[config.mk]
export PLATFORM = sky130hd
export DESIGN_NAME = pdd_lane
export DESIGN_NICKNAME = d
export VERILOG_FILES = /design/src/hw/rtl/pdd_pkg.sv /design/src/hw/rtl/pdd_lane.sv
export SDC_FILE = /design/constraint.sdc
export NUM_CORES = 1
export LEC_CHECK = 0
export BUFFER_PORTS_ARGS = -buffer_cell sky130_fd_sc_hd__buf_4
export CAP_MARGIN = 20
export CORE_ASPECT_RATIO = 0.5
export CORE_MARGIN = 4
export CORE_UTILIZATION = 65
export CTS_CLUSTER_DIAMETER = 100
export DETAILED_ROUTE_END_ITERATION = 8
export PLACE_DENSITY = 0.87
export SLEW_MARGIN = 10
export SYNTH_ARGS = -nofsm -noshare
export SYNTH_HDL_FRONTEND = slang
export SYNTH_SLANG_ARGS = --single-unit
[constraint.sdc]
create_clock -name clk -period 16.4 [get_ports clk]
set_clock_uncertainty 0.15 [all_clocks]
set_input_delay 1.64 -clock clk [delete_from_list [all_inputs] [get_ports clk]]
set_output_delay 1.64 -clock clk [all_outputs]
set_load 0.005 [all_outputs]
[src/hw/rtl/pdd_pkg.sv]
// Shared types and constants for the pose detection decoder.
`default_nettype none
package pdd_pkg;

  localparam int PAD_W       = 12;
  localparam int INV_W       = 20;
  localparam int SIZE_W      = 14;
  localparam int THR_W       = 13;
  localparam int VALUE_W     = 17;
  localparam int SCORE_IN_W  = 16;
  localparam int SCORE_W     = 15;
  localparam int POINT_W     = 17;
  localparam int NUMBER_W    = 5;
  localparam int CFG_INDEX_W = 3;
  localparam int CFG_DATA_W  = 20;
  localparam int SCALE_FRAC  = 16;

  localparam logic [SIZE_W-1:0]     IMAGE_MAX = 14'd8192;
  localparam logic [SCORE_IN_W-1:0] CONF_ONE  = 16'd4096;

  typedef enum logic [0:0] {
    OP_BOX      = 1'b0,
    OP_KEYPOINT = 1'b1
  } op_t;

  typedef enum logic [CFG_INDEX_W-1:0] {
    REG_PAD_LEFT        = 3'd0,
    REG_PAD_TOP         = 3'd1,
    REG_INVERSE_SCALE   = 3'd2,
    REG_IMAGE_WIDTH     = 3'd3,
    REG_IMAGE_HEIGHT    = 3'd4,
    REG_SCORE_THRESHOLD = 3'd5
  } cfg_reg_t;

  typedef struct packed {
    logic [PAD_W-1:0]  pad_left;
    logic [PAD_W-1:0]  pad_top;
    logic [INV_W-1:0]  inverse_scale;
    logic [SIZE_W-1:0] image_width;
    logic [SIZE_W-1:0] image_height;
    logic [THR_W-1:0]  score_threshold;
  } cfg_t;

  typedef struct packed {
    op_t                           op;
    logic                          drop;
    logic                          not_finite;
    logic signed [SCORE_IN_W-1:0]  score_in;
  } meta_t;

  typedef struct packed {
    meta_t              meta;
    logic [SIZE_W-1:0]  left;
    logic [SIZE_W-1:0]  top;
    logic [SIZE_W-1:0]  right;
    logic [SIZE_W-1:0]  bottom;
    logic [POINT_W-1:0] point_x;
    logic [POINT_W-1:0] point_y;
  } stage_t;

  typedef struct packed {
    op_t                 kind;
    logic [NUMBER_W-1:0] point_number;
    logic [SIZE_W-1:0]   box_left;
    logic [SIZE_W-1:0]   box_top;
    logic [SIZE_W-1:0]   box_right;
    logic [SIZE_W-1:0]   box_bottom;
    logic [POINT_W-1:0]  point_x;
    logic [POINT_W-1:0]  point_y;
    logic [SCORE_W-1:0]  score;
    logic                point_present;
    logic                last_of_prediction;
  } result_t;

endpackage
`default_nettype wire

[src/hw/rtl/pdd_lane.sv]
// One coordinate lane: un-pad, scale, clamp and round over three register stages.
`default_nettype none
module pdd_lane #(
  parameter int COORD_FRACTION_BITS = 4
) (
  input  logic                                   clk,
  input  logic signed [pdd_pkg::VALUE_W+1:0]     value,
  input  logic                                   is_point,
  input  logic [pdd_pkg::PAD_W-1:0]              pad,
  input  logic [pdd_pkg::INV_W-1:0]              inverse_scale,
  input  logic [pdd_pkg::SIZE_W-1:0]             image_size,
  input  logic                                   load_b,
  input  logic                                   load_c,
  input  logic                                   load_d,
  output logic [pdd_pkg::SIZE_W-1:0]             edge_floor,
  output logic [pdd_pkg::SIZE_W-1:0]             edge_ceil,
  output logic [pdd_pkg::POINT_W-1:0]            point
);
  import pdd_pkg::*;

  localparam int F       = COORD_FRACTION_BITS;
  localparam int V_W     = VALUE_W + 2;
  localparam int PADS_W  = PAD_W + F + 1;
  localparam int DIFF_W  = ((V_W > PADS_W + 1) ? V_W : PADS_W + 1) + 1;
  localparam int PROD_W  = DIFF_W + INV_W + 1;
  localparam int SH      = F + 1 + SCALE_FRAC;
  localparam int CLAMP_W = SIZE_W + SH;
  localparam int CMP_W   = (PROD_W > CLAMP_W + 1) ? PROD_W : CLAMP_W + 1;
  localparam int PT_W    = CLAMP_W - (SCALE_FRAC + 1);

  logic [PADS_W-1:0]          pad_shift;
  logic signed [DIFF_W-1:0]   diff_next;
  logic signed [DIFF_W-1:0]   diff;
  logic                       is_point_b;
  logic signed [PROD_W-1:0]   prod;
  logic                       is_point_c;
  logic [SIZE_W-1:0]          limit;
  logic [SIZE_W-1:0]          lim;
  logic [CLAMP_W-1:0]         hi;
  logic [CLAMP_W-1:0]         clamped;
  logic [SIZE_W-1:0]          floor_next;
  logic [SIZE_W-1:0]          ceil_next;
  logic [PT_W+POINT_W-1:0]    point_ext;
  logic [POINT_W-1:0]         point_next;

  // Value and padding both carry one more fraction bit than the input fields.
  assign pad_shift = {pad, {(F + 1){1'b0}}};
  assign diff_next = DIFF_W'(value) - $signed(DIFF_W'(pad_shift));

  always_ff @(posedge clk) begin
    if (load_b) begin
      diff       <= diff_next;
      is_point_b <= is_point;
    end
    if (load_c) begin
      prod       <= diff * $signed({1'b0, inverse_scale});
      is_point_c <= is_point_b;
    end
  end

  always_comb begin
    limit = (image_size > IMAGE_MAX) ? IMAGE_MAX : image_size;
    if (is_point_c) begin
      lim = (limit == '0) ? '0 : limit - SIZE_W'(1);
    end else begin
      lim = limit;
    end
    hi = {lim, {SH{1'b0}}};
    if (prod[PROD_W-1]) begin
      clamped = '0;
    end else if (CMP_W'(prod) > $signed(CMP_W'(hi))) begin
      clamped = hi;
    end else begin
      clamped = CLAMP_W'(prod);
    end
    floor_next = clamped[CLAMP_W-1:SH];
    ceil_next  = floor_next + SIZE_W'(|clamped[SH-1:0]);
    point_ext  = {{POINT_W{1'b0}}, clamped[CLAMP_W-1:SCALE_FRAC+1]};
    if (|point_ext[PT_W+POINT_W-1:POINT_W]) begin
      point_next = '1;
    end else begin
      point_next = point_ext[POINT_W-1:0];
    end
  end

  always_ff @(posedge clk) begin
    if (load_d) begin
      edge_floor <= floor_next;
      edge_ceil  <= ceil_next;
      point      <= point_next;
    end
  end

endmodule
`default_nettype wire

Word-level counts from Yosys, hierarchy flattened
Index checks and enable logic that the tools add are counted.

storage, ports and cells
  register bits after elaboration = 108
  input bits = 70
  output and inout port bits = 45
  logic and storage cells = 20

operators by class
  add/sub/neg operators = 3
  $mul = 1
  $lt $le $gt $ge = 2
  multiplexer cells = 5
  reduce and logical (&&, ||, !) cells = 2

operators by type and width
  operator                                               count
  2-to-1 mux 35 bit                                      2
  2-to-1 mux 14 bit                                      3
  greater-than comparator 41 x 36 -> 1 bit               1
  multiplier 20 x 21 -> 41 bit                           1
  OR reduction 21 bit                                    1
  subtractor 19 x 18 -> 20 bit                           1
  adder 14 x 1 -> 14 bit                                 1
  greater-than comparator 14 bit, second input constant  1
  logical NOT 14 bit                                     1
  subtractor 14 x 1 -> 14 bit, second input constant     1

Logic depth before layout (Yosys ltp)
Gate-level depths: netlist of the first run.

  depth in word-level cells = 10
  gate-level depth with buffers = 28
  depth with buffers taken out = 25

Least setup slack after synthesis of the first run
No wires, ideal clock.

  path type = input to register
  start point = in inverse_scale[12] in the netlist's numbering
  end point = reg prod[40] (data pin)
  setup time = 0.260 ns
  arrival time = 7.936 ns
  data required time = 15.990 ns
  setup slack = 8.054 ns
  stages = 24
  buffers on the path = 1
  cell sequence = clkbuf_1 -> nand2_1 -> fa_1 -> inv_1 -> fa_1 -> inv_1 -> fa_1 -> inv_1 -> fa_1 -> inv_1 -> fa_1 -> inv_1 -> fa_1 -> fa_1 -> ha_1 -> a211oi_1 -> nand2_1 -> a2111oi_0 -> a21oi_1 -> a221oi_1 -> nor2_1 -> or3_1 -> a21oi_1 -> xnor2_1

on the way
  cells in the longest elaborated chain, start to end = 1

RTL lines
  element                       line            source
  start, declared               pdd_lane.sv:10  input logic [pdd_pkg::INV_W-1:0] inverse_scale,
  multiplier 20 x 21 -> 41 bit  pdd_lane.sv:56  prod <= diff * $signed({1'b0, inverse_scale});
  end signal, assigned          pdd_lane.sv:56
  end, declared                 pdd_lane.sv:35  logic signed [PROD_W-1:0] prod;

No other way between the ends.
A chain may end at the register's enable or synchronous reset.

Final worst setup path of the first run
Ends and elaborated chain as after synthesis.

==> results of run 1 <==
==> kinds of logic (layout without fill, tap and decap cells) <==
| group | after synthesis | in the layout | share of synthesized area, % |
|---|---|---|---|
| adder cells (fa/ha/maj) | 524 | 524 | 47.3 |
| AND/OR/NAND/NOR | 616 | 616 | 16.4 |
| flip-flops | 108 | 108 | 17.1 |
| XOR/XNOR | 60 | 60 | 2.77 |
| multiplexers | 4 | 4 | 0.284 |
| buffers and inverters | 478 | 514 | 9.51 |
| AO/OA/AOI/OAI | 190 | 190 | 6.61 |
==> stage by stage <==
stage	area (sq um)	std cells	worst slack (ns)	utilization, %
finish	20200	2398	7.92	71.7
global placement	19900	2382	7.75	70.7
CTS	20200	2398	7.95	71.7
detailed placement	19900	2382	7.57	70.7
floorplan	19000	1980	8.05	-
global route	20200	2398	7.51	71.7
==> Yosys cell counts (3+ instances only) <==
master,n,share of area (%)
nor2_1,47,0.93
a21oi_1,60,1.6
o21a_1,7,0.28
clkbuf_1,95,1.9
nand2_1,273,5.4
a21o_1,25,0.99
fa_1,322,34
a31oi_1,7,0.23
nor2b_1,6,0.20
nand3_1,22,0.58
a311o_1,3,0.16
nand2b_1,24,0.79
o211ai_1,8,0.32
o21bai_1,9,0.36
a21boi_0,6,0.24
nor4_1,10,0.33
a211oi_1,6,0.24
or2_2,5,0.17
nor3_1,15,0.40
and2_1,163,5.4
o21ai_0,29,0.77
inv_1,381,7.5
xor2_1,21,0.97
and3_1,10,0.33
edfxtp_1,108,17
or3_1,4,0.13
o2111ai_1,3,0.14
xnor2_1,39,1.8
or4_1,5,0.20
and4_1,6,0.28
nand4_1,7,0.23
ha_1,202,13
==> state kept, by name (all words and copies together) (netlist names) <==
signal / count
prod: 41
edge_floor: 14
diff: 20
is_point_b: 1
is_point_c: 1
edge_ceil: 14
point: 17
==> worst max path at each step <==
stage               slack, ns         startpoint  cells past startpoint  endpoint
floorplan                8.05  inverse_scale[12]                     24  prod[40]
global placement         7.75  inverse_scale[12]                     24  prod[40]
detailed placement       7.57  inverse_scale[12]                     24  prod[40]
CTS                      7.95  inverse_scale[12]                     24  prod[40]
global route             7.51  inverse_scale[12]                     24  prod[40]
finish                   7.92  inverse_scale[12]                     24  prod[40]
==> final cells by class <==
| type | instances | area share, % |
|---|---|---|
| multi-input cells | 1394 | 68.8 |
| well taps | 382 | 2.37 |
| clock inverters | 5 | 0.180 |
| repair buffers | 117 | 4.35 |
| clock buffers | 11 | 1.15 |
| inverters | 381 | 7.08 |
| flip-flops and latches | 108 | 16.0 |
==> metal layers <==
metal  share of wire (%)  routed length [microns]  global-route usage [%]  up-vias
met1                  40                    18200                    39.4     6825
met4                 3.5                     1580                    10.9        0
met3                  12                     5480                    9.29      118
met5                   0                        0                       0        -
li1                    -                        -                       -     6277
met2                  44                    20100                    46.5      789
==> worst reg2reg max path, delay by kind of cell, from the launching register on <==
kind / cells / cell delay (ns)
xor gates and xnor gates: 1 / 0.08
and+or+nand+nor: 4 / 0.76
adders and majority gates: 8 / 3.81
buffers and inverters: 5 / 0.26
DFF: 1 / 0.95
AOI/OAI and AO/OA: 5 / 1.64
==> results.md, run 1 <==
* Status: finished, final reports clean
* Largest fanout on the critical path at 20
* Distinct cells, synth at 68
* Ant diodes at 0
* DR DRC count at 0
* CP most frequent cell: fa_1
* Register area at ~3200 sq um
* Final #Nets at 2605
* Total die area at 32100 sq um
* Width of the die at 250 microns
* Mapped Area at 19000 sq um
* DP HPWL at 35500 microns
* Top delay family on crit path: adder cells
* CP endpoint kind: flip-flop
* Fraction of layout cells with a size suffix above 1 at 7.39%
* # port buffers at 114
* Syn avg cell area at 9.57 sq um
* RSZ-0062 raised after global routing: false
* R2r startpoint: diff[8]
* Max Clk Rate at about 120 MHz
* Initial antenna violation count at 0
* Number of flops mapped to enable cells by yosys at 108
* Setup TNS at 0 ns
* Drt pass-1 iters at 7
* RD Place Congestion at 0.964
* Final setup violation count at 0
* Sequential area share after synthesis at 17.1%
* Synthesis-stage register bit count at 108
* Routed Antenna Nets at 0
* Reg2Reg Setup Slack at 8.50 ns
* Critical path's slowest cell: fa_1
* Hold path startpoint: is_point_b
* Worst Path Required at 16.36 ns
* Top Ports at 115
* Die height at 129 microns
* Hold-fix buffers, CTS at 0
* Worst slew pin tran at 1.04 ns
* FF-to-FF path depth at 23
* Largest stage delay, worst path at between 0.5 and 0.6 ns
* Clk_lat worst skew at ~0.38 ns
* Worst hold path cell count at 0
* Core Rows at 43
* Critical path launch point type: primary input
* # fillers at between 2k and 2.5k
* Worst-path cell chain: buf_4 > nand2_1 > fa_1 > inv_1 > fa_1 > inv_1 > fa_1 > inv_1 > fa_1 > inv_1 > fa_1 > inv_1 > fa_1 > fa_1 > ha_1 > a211oi_1 > nand2_1 > a2111oi_0 > a21oi_1 > a221oi_1 > nor2_1 > or3_1 > a21oi_1 > xnor2_1
* Most common cell after layout, fill and taps aside: inv_1
* Slew Limit Fails at 0
* Setup bufs post-CTS at 0
* Ys flop type: edfxtp_1
* Slew margin rel. at 30.8%
* Commonest non-fill, non-tap cells in the layout: 381 x inv_1, 322 x fa_1, 273 x nand2_1
* Fin Hold WS at 0.281 ns
* Crit path buffers/inverters at 6
* Clk root buf: clkbuf_16
* Global-route wire length before repair at 74700 microns
* DRT iter0 DRCs at 1303
* Largest net degree at the start of global routing at 46
* Starting Density at 67.2%
* Overflow after GRT at 0
* Vias at 14.0k
* CP Class: primary input to flip-flop
* Synth warn at 0
* Count of final hold-check violations at 0
* Via density at approximately 6
* Area growth, synth to finish at 6.61%
* GRT Util Overall at between 20% and 30%
* Post_cts resized at 0
* Multi-input logic area at 13900 sq um
* Tightest Hold Check Type: flip-flop to flip-flop
* WP data arrival at 8.44 ns
* Core Footprint at 28200 sq um
* Final worst-path cycle share at between 50% and 60%
* CTS Buf Count at 9
* Longest Clk Path Bufs at 2
* Max-cap violations at 0
* Vias in the first global route at 14.8k
* Cells after synthesis at 1980
* Post-route minimum period at 8.48 ns
* Drt wl/cell at 18.9 microns
* Post-Synthesis Net Count at 2574
* TritonCTS clock tree: done
* H-tree depth at 3
* Post-Route WL at 45300 microns
* CTS sink cnt at approximately 110
* Reg clk slew, reported paths at 0.07 ns
* WHS Endpoint: is_point_c
* FF-to-FF End: prod[40]
* Ys async rst share at 0%
Power of run 1 is not shown: default switching activity piles up to over one toggle a cycle in this logic, so the estimate is an artifact.
==> inputs of run 2 (changes only) <==
CORE_UTILIZATION = 58   (was 65)
PLACE_DENSITY = 0.83   (was 0.87)
clock period = 7.6 ns   (was 16.4 ns; I/O delays follow)
==> run 2 against run 1 <==
Against the previous run: via count increased by 0.80%; clock-buffer cell count decreased by 2; sequential share of layout area shrank 0.44 points; highest routed layer unchanged; register-to-register slack lost 8.2 ns; first-iteration DRC count grew 0.46%.
==> results.md, run 2 (synthesis gave the netlist of run 1 again) <==
* Status: finished, final reports clean
* Worst slew pin tran at 0.727 ns (-0.311 ns)
* Width of the die at 264 microns (+5.7%)
* DP Area at 20400 sq um (+2.3%)
* Starting Density at 59.3% (-7.9 points)
* Cell area after layout at 20800 sq um (+2.8%)
* Ant diodes at 0 (unchanged)
* GRT Util Overall at 26.2% (-3.4 points)
* Placed Instances at 2483 (+4.2%)
* Drt wl/cell at 18.1 microns (-4.3%)
* TritonCTS clock tree: done
* DRT iter0 DRCs at 1309 (+0.46%)
* Post-Route WL at 45400 microns (+0.17%)
* Final worst-path cycle share at 95.7%
* Largest net degree at the start of global routing at 46 (unchanged)
* Area growth, synth to finish at 9.64%
* # fillers at 2420 (+19%)
* Fin cells at 2509 (+4.6%)
* Count of final hold-check violations at 0 (unchanged)
* Fraction of layout cells with a size suffix above 1 at 10.4% (+3.0 points)
* WP data arrival at 7.26 ns (-1.18 ns)
* RSZ-0062 raised after global routing: false
* Slew margin rel. at 51.2% (+20 points)
* Top Ports at 115 (unchanged)
* Global-route wire length before repair at 74500 microns (-0.30%)
* Die height at 136 microns (+5.5%)
* Core Rows at 46 (+7.0%)
* Clk root buf: clkbuf_16
* DR DRC count at 0 (unchanged)
* Critical path launch point type: flip-flop
* Worst Path Required at 7.59 ns (-8.77 ns)
* CP Class: flip-flop to flip-flop
* # port buffers at 114 (unchanged)
* Vias at 14.1k (+0.80%)
* RD Place Congestion at 0.944 (-2.1%)
* CTS sink cnt at 108 (unchanged)
* Routed Antenna Nets at 0 (unchanged)
* Core Footprint at 31900 sq um (+13%)
* Longest Clk Path Bufs at 2 (unchanged)
* Hold-fix buffers, CTS at 0 (unchanged)
* DP HPWL at 37900 microns (+6.6%)
* CTS Buf Count at 9 (unchanged)
* Reg clk slew, reported paths at 0.08 ns (about the same)
* Largest fanout on the critical path at 11 (-45%)
* Post-route minimum period at 7.28 ns
* Commonest non-fill, non-tap cells in the layout: 381 x inv_1, 322 x fa_1, 273 x nand2_1
* Max-cap violations at 0 (unchanged)
* Most common cell after layout, fill and taps aside: inv_1
* Total die area at 35800 sq um (+11%)
* Final setup violation count at 0 (unchanged)
* Drt pass-1 iters at 5 (-2)
* Initial antenna violation count at 0 (unchanged)
* CP endpoint kind: flip-flop
* Biggest register: prod
* Via density at 5.63 (-3.7%)
* Max Clk Rate at 137 MHz
* Overflow after GRT at 0 (unchanged)
* H-tree depth at 3 (unchanged)
* Final #Nets at 2667 (+2.4%)
* Max reg flops at 41 (unchanged)
* Tightest Hold Check Type: flip-flop to flip-flop
* Slew Limit Fails at 0 (unchanged)
* Clk_lat worst skew at 0.38 ns (about the same)
* Vias in the first global route at 15.0k (+1.3%)
* Largest registers: prod x41, diff x20, point x17
run 2: cell types whose count changed in the layout (fill, tap and decap cells not counted):
cell | before | now
buf_12 | 0 | 2
buf_4 | 117 | 177
clkinv_1 | 2 | 0
clkinvlp_4 | 0 | 1
a211oi_1 | 6 | 5
clkbuf_1 | 2 | 0
clkinv_8 | 0 | 1
clkinv_4 | 1 | 2
a211oi_2 | 1 | 2
run 2: critical path, stage by stage, from the launching register on:
cell       delay, ns
edfxtp_1        0.51
buf_4           0.25
nand2_1         0.09
fa_1            0.51
inv_1           0.06
fa_1            0.56
fa_1            0.45
fa_1            0.56
inv_1           0.06
fa_1            0.48
inv_1           0.05
fa_1            0.45
fa_1            0.42
ha_1            0.36
a211oi_2        0.30
nand2_1         0.11
a2111oi_0       0.39
a21oi_1         0.20
a221oi_1        0.40
nor2_1          0.08
or3_1           0.34
a21oi_1         0.18
xnor2_1         0.08
run 2: final timing paths:
path | start | end | slack [ns] | cells past startpoint
setup reg to reg | diff[6] | prod[40] | 0.32 | 22
hold / removal | is_point_b | is_point_c | 0.29 | 0
setup / recovery | diff[6] | prod[40] | 0.32 | 22
hold reg to reg | is_point_b | is_point_c | 0.29 | 0
run 2: repair_timing:
item | CTS | global route
hold endpoints to repair | 0 | 0
endpoints found under the setup margin | 0 | 5
setup buffers | 0 | 11
resized for setup | 0 | 1
run 2: per-stage QoR:
stage / util (%) / TNS, ns / hold slack (ns) / setup WS [ns]
6_report: 65.1 / 0 / 0.287 / 0.324
5_1_grt: 65.1 / 0 / 0.312 / 0.0105
4_1_cts: 64.8 / 0 / 0.295 / 0.113
3_5_place_dp: 63.9 / -0.0204 / 0.277 / -0.0204
3_3_place_gp: 63.9 / 0 / 0.254 / 0.132
2_1_floorplan: - / 0 / 0.250 / 0.134
run 2: cell type report:
type	count	area (sq um)	share of cell area, %
Clock inverter	6	61.3	0.295
Sequential cell	108	3240	15.6
Tap cell	432	541	2.60
Timing Repair Buffer	179	1370	6.59
Inverter	381	1430	6.88
Multi-Input combinational cell	1394	13900	67.0
Clock buffer	9	225	1.08
run 2: per-layer routing:
metal  track usage (%)  routed length (microns)  up-vias  share of wire (%)
met5                 0                        0        -                  0
met2              42.1                    20700      700                 46
met1              35.7                    18900     6951                 42
met3              7.63                     5010       81                 11
li1                  -                        -     6389                  -
met4              6.16                      763        0                1.7
Power of run 2 is left out for the same reason.
==> inputs of run 3 (changes only) <==
CORE_UTILIZATION = 59   (was 58)
CTS_BUF_LIST = sky130_fd_sc_hd__clkbuf_4 sky130_fd_sc_hd__clkbuf_8   (was not set)
PLACE_DENSITY = 0.84   (was 0.83)
==> run 3 against run 2 <==
Against the previous run: final area down 0.49%; via count up 0.32%; clock-buffer cell count is the same; core utilization rose by 0.27 points; worst setup slack improved by 0.042 ns; global-route usage is 0.31 points higher; final cell count is essentially flat; critical path depth increased by 1; sequential share of layout area rose by 0.076 points; maximum frequency is 0.58% higher.
==> results.md, run 3 (synthesis gave the netlist of run 1 again) <==
* WP data arrival at 7.27 ns (about the same)
* Biggest register: prod
* Most common cell after layout, fill and taps aside: inv_1
* RSZ-0062 raised after global routing: false
* Overflow after GRT at 0 (unchanged)
* TritonCTS clock tree: done
* Most used routing layer: met2
* Drt pass-1 iters at 6 (+1)
* CTS sink cnt at 108 (unchanged)
* CP most frequent cell: fa_1
* Ant diodes at 0 (unchanged)
* Global-route wire length before repair at 73800 microns (-0.95%)
* Largest stage delay, worst path at 0.84 ns (+0.28 ns)
* Cell area after layout at 20700 sq um (-0.49%)
* Worst Path Required at 7.63 ns (+0.04 ns)
* Commonest non-fill, non-tap cells in the layout: 381 x inv_1, 322 x fa_1, 273 x nand2_1
* Via density at 5.65 (+0.40%)
* DR DRC count at 0 (unchanged)
* DP HPWL at 37200 microns (-1.7%)
* Total die area at 35200 sq um (-1.6%)
* CP endpoint kind: flip-flop
* Top Ports at 115 (unchanged)
* Vias at 14.2k (+0.32%)
* Largest registers: prod x41, diff x20, point x17
* Core Footprint at 31700 sq um (-0.90%)
* Largest net degree at the start of global routing at 46 (unchanged)
* Vias in the first global route at 14.5k (-3.1%)
* CP Class: flip-flop to flip-flop
* GRT met3 Usage at 6.22% (-1.4 points)
* Area growth, synth to finish at 9.11%
* Initial antenna violation count at 0 (unchanged)
* Max-cap violations at 0 (unchanged)
* Worst slew pin tran at 0.949 ns (+0.223 ns)
* Width of the die at 261 microns (-0.83%)
* Die height at 135 microns (-0.80%)
* Clk root buf: clkbuf_8
* Clk_lat worst skew at 0.43 ns (+0.05 ns)
* Fin Hold WS at 0.292 ns (+0.00474 ns)
* Largest fanout on the critical path at 20 (+9)
* Slew Limit Fails at 0 (unchanged)
* Count of final hold-check violations at 0 (unchanged)
* DRT iter0 DRCs at 1342 (+2.5%)
* Worst-path cell chain: nand2_1 > fa_1 > fa_1 > inv_1 > fa_1 > inv_1 > fa_1 > fa_1 > inv_1 > fa_1 > inv_1 > fa_1 > inv_1 > ha_1 > nand4_1 > or4_1 > o21bai_1 > o2111a_1 > o211ai_1 > nand2_1 > o211ai_1 > a21oi_1 > xnor2_1
* Placed Instances at 2479 (-0.16%)
* Final #Nets at 2664 (-0.11%)
* Critical path's slowest cell: edfxtp_1
* Fraction of layout cells with a size suffix above 1 at 10.3% (-0.086 points)
* Tightest Hold Check Type: flip-flop to flip-flop
* Fin cells at 2507 (-0.080%)
* H-tree depth at 3 (unchanged)
* Critical path launch point type: flip-flop
* Final setup violation count at 0 (unchanged)
* Top delay family on crit path: adder cells
* Routed Antenna Nets at 0 (unchanged)
* # fillers at 2400 (-0.83%)
* CTS Buf Count at 9 (unchanged)
* GRT Util Overall at 26.5% (+0.31 points)
* DP Area at 20400 sq um (-0.21%)
* Crit path buffers/inverters at 5 (+1)
* Starting Density at 59.9% (+0.54 points)
* Met2 Track Usage GR at 41.5% (-0.66 points)
* Reg clk slew, reported paths at 0.12 ns (+0.04 ns)
* Final worst-path cycle share at 95.2% (-0.56 points)
* Slew margin rel. at 36.7% (-14 points)
* Core Rows at 46 (unchanged)
* RD Place Congestion at 0.949 (+0.58%)
* Status: finished, final reports clean
* Max Clk Rate at 138 MHz (+0.58%)
* Drt wl/cell at 18.0 microns (-0.61%)
* Post-Route WL at 45100 microns (-0.69%)
* Final Util at 65.3% (+0.27 points)
* Max reg flops at 41 (unchanged)
* Met1 Use GR at 38.0% (+2.4 points)
* Longest Clk Path Bufs at 2 (unchanged)
* Hold-fix buffers, CTS at 0 (unchanged)
* # port buffers at 114 (unchanged)
* Post-route minimum period at 7.23 ns (-0.0423 ns)
-- run 3: changes by cell type in the layout (fill, tap and decap cells not counted), sizes merged --
cell,previous run,this run
bufinv,0,1
inv,383,385
clkinvlp,1,0
clkinv,3,2
clkbuf,9,10
buf,179,175
-- run 3: final cells by class --
cell class	count	area [sq um]	share of cell area, %
well taps	432	541	2.61
clock buffers	9	124	0.599
inverters	381	1430	6.91
repair buffers	176	1330	6.42
flip-flops and latches	108	3240	15.7
multi-input cells	1394	13900	67.3
clock inverters	7	100	0.484
-- run 3: what timing repair did --
action,4_1_cts,5_1_grt
resized for setup,0,2
setup endpoints to repair,0,7
buffers inserted,0,12
-- run 3: layer usage --
metal,wire [microns],share of wire (%)
met1,18800,42
met3,5110,11
met2,20300,45
met5,0,0
met4,931,2.1
-- run 3: final timing paths --
path	from	cells after the start	slack, ns	to
setup / recovery	diff[18]	23	0.37	prod[39]
setup reg to reg	diff[18]	23	0.37	prod[39]
hold / removal	is_point_b	0	0.29	is_point_c
hold reg to reg	is_point_b	0	0.29	is_point_c
-- run 3: stage by stage --
stage / setup TNS (ns) / setup slack, ns
floorplan: 0 / 0.134
global placement: 0 / 0.147
detailed placement: -0.0531 / -0.0531
CTS: 0 / 0.205
global route: 0 / 0.0188
finish: 0 / 0.366
-- run 3: worst register-to-register path, cell delays in order (launching register included) --
cell and delay (ns):
edfxtp_1 0.84, nand2_1 0.18, fa_1 0.52, fa_1 0.50, inv_1 0.05, fa_1 0.48, inv_1 0.06, fa_1 0.38
fa_1 0.52, inv_1 0.05, fa_1 0.48, inv_1 0.05, fa_1 0.49, inv_1 0.06, ha_1 0.33, nand4_1 0.11
or4_1 0.53, o21bai_1 0.20, o2111a_1 0.16, o211ai_1 0.30, nand2_1 0.14, o211ai_1 0.20, a21oi_1 0.10, xnor2_1 0.12
Power of run 3 is left out for the same reason.
